## config.mk

```make
export PLATFORM = sky130hd
export DESIGN_NAME = tea_ctrl
export DESIGN_NICKNAME = d
export VERILOG_FILES = /design/src/sv/tea_pkg.sv /design/src/sv/tea_ctrl.sv
export SDC_FILE = /design/constraint.sdc
export NUM_CORES = 1
export LEC_CHECK = 0
export BUFFER_PORTS_ARGS = -buffer_cell sky130_fd_sc_hd__buf_4
export CAP_MARGIN = 15
export CORE_AREA = 2 2 39 41
export CTS_CLUSTER_SIZE = 25
export DETAILED_ROUTE_END_ITERATION = 12
export DIE_AREA = 0 0 41 43
export PLACE_DENSITY = 0.46
export SLEW_MARGIN = 30
export SYNTH_ARGS = -nofsm -noshare
export SYNTH_HDL_FRONTEND = slang
export SYNTH_SLANG_ARGS = --single-unit
```

## constraint.sdc

```tcl
create_clock -name clk -period 1.04 [get_ports clk]
set_clock_uncertainty 0.05 [all_clocks]
set_input_delay 0.052 -clock clk [delete_from_list [all_inputs] [get_ports clk]]
set_output_delay 0.052 -clock clk [all_outputs]
set_load 0.01 [all_outputs]
```

## src/sv/tea_pkg.sv

```systemverilog
// Shared constants, codes and control/status types for the edge adjacency block.
package tea_pkg;

  localparam int MAX_FACES   = 1024;
  localparam int VERTEX_BITS = 24;
  localparam int CORNERS     = 3;
  localparam int FACE_W      = $clog2(MAX_FACES);
  localparam int COUNT_W     = $clog2(MAX_FACES + 1);
  localparam int ENTRY_W     = CORNERS * VERTEX_BITS;
  localparam int EDGE_W      = 2 * VERTEX_BITS;

  // Request kinds
  localparam logic [1:0] KIND_CLEAR = 2'd0;
  localparam logic [1:0] KIND_LOAD  = 2'd1;
  localparam logic [1:0] KIND_QUERY = 2'd2;

  typedef logic [VERTEX_BITS-1:0] vertex_t;
  typedef logic [FACE_W-1:0]      face_idx_t;
  typedef logic [COUNT_W-1:0]     count_t;
  typedef logic [EDGE_W-1:0]      edge_t;

  // Commands from controller to datapath
  typedef struct packed {
    logic clear;     // empty the store
    logic load;      // append a face
    logic q_latch;   // latch query index and range check
    logic rd_q;      // read the queried face
    logic cap_q;     // capture queried face edges
    logic scan_rd;   // read next face of the scan
    logic out_load;  // move result into output register
  } tea_cmd_t;

  // Status from datapath to controller
  typedef struct packed {
    logic q_bad;     // incoming query index at or beyond face count
    logic scan_last; // current scan read is the last loaded face
    logic out_full;  // output register holds a result not taken this cycle
  } tea_stat_t;

  // Edge with endpoints ordered low then high
  function automatic edge_t edge_norm(input vertex_t p, input vertex_t q);
    edge_t e;
    if (p > q) e = {q, p};
    else       e = {p, q};
    return e;
  endfunction

endpackage

```

## src/sv/tea_ctrl.sv

```systemverilog
// Controller state machine sequencing clear, load and query scans.
module tea_ctrl import tea_pkg::*; (
  input  logic      clk,
  input  logic      rst_n,
  input  logic      in_valid,
  input  logic [1:0] in_kind,
  output logic      in_ready,
  input  tea_stat_t stat,
  output tea_cmd_t  cmd
);

  localparam logic [2:0] S_IDLE  = 3'd0;
  localparam logic [2:0] S_QRD   = 3'd1;
  localparam logic [2:0] S_QCAP  = 3'd2;
  localparam logic [2:0] S_SCAN  = 3'd3;
  localparam logic [2:0] S_DRAIN = 3'd4;
  localparam logic [2:0] S_DONE  = 3'd5;

  logic [2:0] state_r, state_nxt;
  logic       accept;

  assign in_ready = (state_r == S_IDLE);
  assign accept   = in_valid && in_ready;

  // Next state and command decode
  always_comb begin
    state_nxt = state_r;
    cmd       = '0;
    unique case (state_r)
      S_IDLE: begin
        if (accept) begin
          if (in_kind == KIND_CLEAR) begin
            cmd.clear = 1'b1;
          end else if (in_kind == KIND_LOAD) begin
            cmd.load = 1'b1;
          end else if (in_kind == KIND_QUERY) begin
            cmd.q_latch = 1'b1;
            state_nxt   = stat.q_bad ? S_DONE : S_QRD;
          end
        end
      end
      S_QRD: begin
        cmd.rd_q  = 1'b1;
        state_nxt = S_QCAP;
      end
      S_QCAP: begin
        cmd.cap_q = 1'b1;
        state_nxt = S_SCAN;
      end
      S_SCAN: begin
        cmd.scan_rd = 1'b1;
        if (stat.scan_last) state_nxt = S_DRAIN;
      end
      S_DRAIN: begin
        state_nxt = S_DONE;
      end
      S_DONE: begin
        if (!stat.out_full) begin
          cmd.out_load = 1'b1;
          state_nxt    = S_IDLE;
        end
      end
      default: state_nxt = S_IDLE;
    endcase
  end

  // State register
  always_ff @(posedge clk) begin
    if (!rst_n) state_r <= S_IDLE;
    else        state_r <= state_nxt;
  end

endmodule

```

After elaboration in Yosys (flattened, before gate mapping):

Index checks and enable logic that the tools add are counted.

* register bits: 3
* logic and storage cells: 38
* output and inout bits: 8
* input port bits: 8

* reductions and logical operators: 4
* eq/ne operators: 13
* multiplexer cells: 20

Operator list (count)
* 2-to-1 mux 3 bit: 9
* case mux 3 bit (6 select lines): 1
* 2-to-1 mux 1 bit: 9
* inequality test 2 bit, second input constant: 4
* equality test 3 x 2 -> 1 bit, second input constant: 2
* equality test 3 bit, second input constant: 2
* AND reduction 6 bit: 1
* inequality test 2 x 1 -> 1 bit, second input constant: 2
* equality test 3 x 1 -> 1 bit, second input constant: 1
* logical NOT 3 bit: 1
* equality test 2 x 1 -> 1 bit, second input constant: 1
* equality test 2 bit, second input constant: 1
* logical NOT 2 bit: 1
* 2-to-1 mux 2 bit: 1
* logical AND 1 bit: 1

Longest topological paths before layout:

Gate-level depths: netlist of the first run.

* depth in word-level cells: 6
* gate-level depth with buffers: 4
* depth with buffers taken out: 3

Worst setup path before layout of the first run:

Ideal clock, no wire load.

* path kind: register to register
* from: reg state_r[1]
* to: reg state_r[0]
* period minus slack after synthesis: 1.033 ns
* path slack: 0.007 ns
* data required time: 0.875 ns
* arrival time: 0.868 ns
* setup time: 0.115 ns
* buffers on the path: 1
* stages on the path, launching flop included: 5
* cells stage by stage: dfxtp_1 > buf_6 > nor3_4 > a21bo_1 > o21ba_1

* longest elaborated chain between the ends: 4
* elaborated cells between the ends (all ways): 15
* classes of those cells: 11 x eq/ne; 1 x mux; 3 x reduce/logical

Ends and longest elaborated chain
* from (decl): line tea_ctrl.sv:19 `logic [2:0] state_r, state_nxt;`
* from (signal assigned): line tea_ctrl.sv:70 `else state_r <= state_nxt;`
* logical NOT 3 bit (*): line tea_ctrl.sv:22 `assign in_ready = (state_r == S_IDLE);`
* via in_ready: line tea_ctrl.sv:7 `output logic in_ready,`
* logical AND 1 bit: line tea_ctrl.sv:23 `assign accept = in_valid && in_ready;`
* inequality test 2 x 1 -> 1 bit (no source line)
* AND reduction 6 bit (no source line)

Mark *: on every way through the listed nets, which the timed path passes. The rest lies on a longest branch.
A chain may end at the register's enable or synchronous reset.

==> metrics, run 1 <==
CTS sink count 3; EDFF count, synth 0; Nets 67; first-pass GRT wire length 1340 um; Skew-Pair Late Insertion Delay 0.23 ns; TritonRoute pass-1 iters 4; Synth area leaders dfxtp_1, buf_6, nor3b_1, nor3_4, a21oi_1; core region area 0.00138 mm2; peak supply drop 0.851 mV; Top reg by flops state_r; MaxCap Viol Count 0; sequential share of the synthesized area 0.221; Vias 332; Yosys warning count 0; outcome complete, but fails checks; area share of the largest cell type after synthesis 0.221; Post-synth top cells a21oi_1, dfxtp_1, nor3b_1; final setup margin -0.182 ns; row count 14; Starting DRT DRC Count 1; Final Hold Vio Count 0; Worst R2R End state_r[0]$_SDFFE_PN0P_; fmax 819 MHz; # DRC 0; initial antenna violation count 0; biggest regs state_r x3; Power Density 2360 mW/mm2; class of the worst hold path input pin to flop; Setup-failing EPs final 11; synthesized cell area 272 um2; Overall Global Routing Usage 0.111; Critical Path RT 0.94 ns; grt ovf 0; WP buf/inv 1; reg2reg path depth 5; clock root buffer clkbuf_4; TritonCTS clock tree built; Post-synth ARST share 0; max reg flops 3; Bufs on Longest Clock Path 2; critical path's slowest cell dfxtp_4; vias in the first global route 354; mean number of vias per cell 4.49; Worst Hold Launch stat[2]; measured slew at the worst slew-check pin 0.223 ns; CP endpoint kind primary output; Yosys reg bits 3; Fillers 137; leakage power 0.000264 uW; Hold EP state_r[2]$_SDFFE_PN0P_; Antenna Cells 0; Gate Count Post-Synth 29; RSZ-0062 raised after global routing true; Port-buffer cells 15; Worst setup SP type flop; failing checks negative setup slack; Final Slew Violations 0; Initial Util 0.196; Finished Cell Area 571 um2; crit-path max FO 4; Top Ports 16; crit-path cells nor3_4, and4bb_2, buf_6; hold_ws 0.0465 ns; Post-DRT Antenna Nets 0; internal reg-to-reg setup slack -0.12 ns; post-DP HPWL 547 um; Hold-fix buffers, CTS 0; Area Growth Syn to Fin 110%; hold-critical path depth 3; DIE WIDTH 41 um; setup TNS -1.16 ns; placed cell area 412 um2; fin crit share 1.17; Worst Path Arrival 1.12 ns; largest net degree at the start of global routing 7; Post-Syn Area per Cell 9.36 um2; Crit Path Class flop to primary output; Distinct cells, synth 22; Main synth FF type dfxtp_1; Routed wire per std cell 11.2 um; Synth area leader dfxtp_1; CTS H-tree lvls 1; Num CTS Buffers 3; critical path's top delay family simple AND/OR/NAND/NOR gates; Critical Path Max Stage Delay 0.35 ns; DIE HEIGHT 43 um; layout cells sized above 1 0.741; crit path time final 1.22 ns; R2R Path Start state_r[1]$_SDFFE_PN0P_; final wirelength 829 um; Rel. slew slack 0.850; GP Congestion 0.750; Syn Nets 37; register clock-pin slew on the reported worst setup and hold paths 0.04 ns; fin util 0.412; die area 0.00176 mm2
## worst min-delay path: stages
cell	delay [ns]
buf_4	0.08
a32oi_1	0.05
a21oi_1	0.11
## cell type report
type                    count  area [um2]  area share
well taps                  16        20.0      0.0351
multi-input cells          22         205       0.360
flip-flops and latches      3        71.3       0.125
inverters                   1        3.75     0.00658
clock buffers               4        26.3      0.0461
repair buffers             28         244       0.428
## routing by layer
| metal | part of all wire | vias to the layer above | global-route usage |
|---|---|---|---|
| li1 | - | 169 | - |
| met2 | 0.56 | 9 | 0.194 |
| met4 | 0 | 0 | 0.0733 |
| met1 | 0.39 | 154 | 0.0965 |
| met3 | 0.049 | 0 | 0.0419 |
| met5 | 0 | - | 0 |
## per-stage QoR
stage / cells / total power, uW / worst slack, ns
4_1_cts: 72 / 1250 / -0.195
5_1_grt: 74 / 1450 / -0.225
3_3_place_gp: 62 / 779 / -0.0619
2_1_floorplan: 29 / 569 / 0.00676
3_5_place_dp: 62 / 768 / -0.0527
6_report: 74 / 1350 / -0.182
## where the power goes
group / internal (uW) / total, uW / switching [uW]
Sequential: 175 / 255 / 79.5
Clock: 144 / 201 / 57.3
Combinational: 559 / 891 / 331
Total: 878 / 1350 / 468
## logic make-up after synthesis
family	share of synthesized area
compound gates	0.161
simple gates	0.493
flops	0.221
buf+inv	0.124
## cells in the final DEF (no fill, tap or decap)
cell       n
buf_4     19
buf_6      9
nor3b_2    3
a21oi_1    3
clkbuf_4   3
dfxtp_4    3
inv_2      1
nor3_2     1
nor3_4     1
and4b_1    1
nand3b_1   1
nor4_1     1
nand2b_4   1
and4bb_2   1
nor2_4     1
nand3_1    1
and4bb_1   1
nand2_1    1
nand2b_1   1
a21bo_1    1
o21ba_1    1
a32oi_1    1
nand4b_1   1
clkbuf_1   1
## what timing repair did
action | CTS | global route
gates resized for setup | 20 | 2
setup buffers | 6 | 3
setup endpoints to repair | 11 | 11
pin swaps | 6 | 2
## how the worst max path moves through the flow
stage	depth (start not counted)	end	start
final	3	cmd[6]	state_r[1]$_SDFFE_PN0P_
after global routing	3	cmd[6]	state_r[1]$_SDFFE_PN0P_
after CTS	3	cmd[6]	state_r[1]$_SDFFE_PN0P_
after detailed placement	4	state_r[2]$_SDFFE_PN0P_	state_r[0]$_SDFFE_PN0P_
after global placement	3	cmd[6]	state_r[2]$_SDFFE_PN0P_
after floorplan	4	state_r[0]$_SDFFE_PN0P_	state_r[1]$_SDFFE_PN0P_
No activity file was read; power rests on OpenSTA's default activity.
==> run 2, diff against run 1 <==
--- a/config.mk
+++ b/config.mk
@@ -12,6 +12,7 @@
 export DETAILED_ROUTE_END_ITERATION = 12
 export DIE_AREA = 0 0 41 43
 export PLACE_DENSITY = 0.46
+export REMOVE_ABC_BUFFERS = 1
 export SLEW_MARGIN = 30
 export SYNTH_ARGS = -nofsm -noshare
 export SYNTH_HDL_FRONTEND = slang
==> metrics, run 2 (synthesis gave the netlist of run 1 again) <==
outcome complete, but fails checks; failing checks negative setup slack; MaxCap Viol Count 0 (unchanged); TritonRoute pass-1 iters 4 (unchanged); final setup margin -0.192 ns (-0.0104 ns); # DRC 0 (unchanged); die area 0.00176 mm2 (unchanged); CTS sink count 3 (unchanged); Post-DRT Antenna Nets 0 (unchanged); crit-path cells nor3_4, and4bb_2, buf_6; mean number of vias per cell 4.56 (+1.5%); Initial Util 0.196 (unchanged); met3 Use GR 0.0157 (-0.0262); Overall Global Routing Usage 0.103 (-0.00893); Final Hold Vio Count 0 (unchanged); max reg flops 3 (unchanged); Critical Path RT 0.94 ns (about the same); Vias 328 (-1.2%); post-DP HPWL 519 um (-5.0%); TritonCTS clock tree built; met1 Use GR 0.145 (+0.0487); biggest regs state_r x3; largest net degree at the start of global routing 9 (+2); core region area 0.00138 mm2 (unchanged); critical path's top delay family simple AND/OR/NAND/NOR gates; GRT met2 Usage 0.141 (-0.0531); measured slew at the worst slew-check pin 0.235 ns (+0.0118 ns); fin cells 72 (-2.7%); Worst Path Arrival 1.13 ns (about the same); fmax 812 MHz (-0.84%); Routed wire per std cell 10.8 um (-3.4%); Top reg by flops state_r; hold_ws 0.0642 ns (+0.0177 ns); peak supply drop 0.771 mV (-9.4%); RSZ-0062 raised after global routing true; critical path's slowest cell dfxtp_4; Skew-Pair Late Insertion Delay 0.24 ns (about the same); placed instance count 59 (-4.8%); class of the worst hold path input pin to flop; DIE WIDTH 41 um (unchanged); Crit Path Class flop to primary output; most frequent cells in the layout buf_4, buf_6, a21oi_1, clkbuf_4, dfxtp_4; DIE HEIGHT 43 um (unchanged); row count 14 (unchanged); first-pass GRT wire length 1260 um (-6.2%); Top Ports 16 (unchanged); Rel. slew slack 0.842 (-0.00792); register clock-pin slew on the reported worst setup and hold paths 0.04 ns (about the same); fin crit share 1.18 (+0.0100); Antenna Cells 0 (unchanged); initial antenna violation count 0 (unchanged); Starting DRT DRC Count 3 (+2); Worst setup SP type flop; Bufs on Longest Clock Path 2 (unchanged); crit-path max FO 6 (+2); Num CTS Buffers 3 (unchanged); Setup-failing EPs final 9 (-2); internal reg-to-reg setup slack -0.04 ns (+0.08 ns); commonest non-fill, non-tap cell in the layout buf_4; layout cells sized above 1 0.714 (-0.0271); vias in the first global route 306 (-14%); gr busiest metal met1; GP Congestion 0.711 (-5.2%); Power Density 2260 mW/mm2 (-4.1%); CP endpoint kind primary output; leakage power 0.000254 uW (-3.7%); Nets 65 (-3.0%); crit path time final 1.23 ns (+0.0104 ns); clock root buffer clkbuf_4; Critical Path Max Stage Delay 0.36 ns (about the same); Final Slew Violations 0 (unchanged); WP buf/inv 1 (unchanged); grt ovf 0 (unchanged); Hold-fix buffers, CTS 0 (unchanged); Port-buffer cells 15 (unchanged); Area Growth Syn to Fin 104%; final wirelength 779 um (-6.0%); CTS H-tree lvls 1 (unchanged)
run 2: cell count changes in the layout (fill, tap and decap cells not counted), sizes merged:
cell / before / now
buf: 28 / 26
run 2: per-layer routing:
metal,vias to the layer above,wire [um]
li1,163,-
met1,146,354
met2,17,342
met3,2,63
met4,0,19
met5,-,0
run 2: per-stage QoR:
step	cell area (um2)	setup slack, ns	util	total power (uW)	TNS [ns]
floorplan	241	-0.0655	-	495	-0.0858
global placement	389	-0.116	0.281	713	-0.684
detailed placement	389	-0.130	0.281	712	-0.699
CTS	495	-0.220	0.358	1130	-1.13
global route	554	-0.254	0.401	1350	-1.70
finish	554	-0.192	0.401	1250	-1.16
run 2: final cells by class:
type	count	area (um2)
fillers	152	830
repair buffers	26	221
multi-input cells	22	211
flip-flops and latches	3	71.3
clock buffers	4	26.3
well taps	16	20.0
inverters	1	3.75
run 2: power by group:
part / switching [uW] / internal, uW / leakage (uW)
Clock: 65.1 / 144 / 0.0000150
Sequential: 90.8 / 176 / 0.0000267
Combinational: 296 / 482 / 0.000213
run 2: final timing paths:
path | to | start | depth (start not counted)
worst max register to register | state_r[0]$_SDFFE_PN0P_ | state_r[2]$_SDFFE_PN0P_ | 4
worst min-delay path | state_r[1]$_SDFFE_PN0P_ | rst_n | 2
worst min register to register | state_r[2]$_SDFFE_PN0P_ | state_r[2]$_SDFFE_PN0P_ | 2
worst max-delay path | cmd[6] | state_r[2]$_SDFFE_PN0P_ | 3
run 2: repair_timing:
item                                    CTS  global route
endpoints found under the setup margin   11            11
pin swaps                                 4             8
setup buffers                             5             6
gates resized for setup                  13             8
run 2: worst reg2reg max path: stages (launching register included):
cell     delay, ns
dfxtp_4       0.36
nor3_4        0.19
buf_4         0.14
a21bo_1       0.11
o21ba_1       0.13
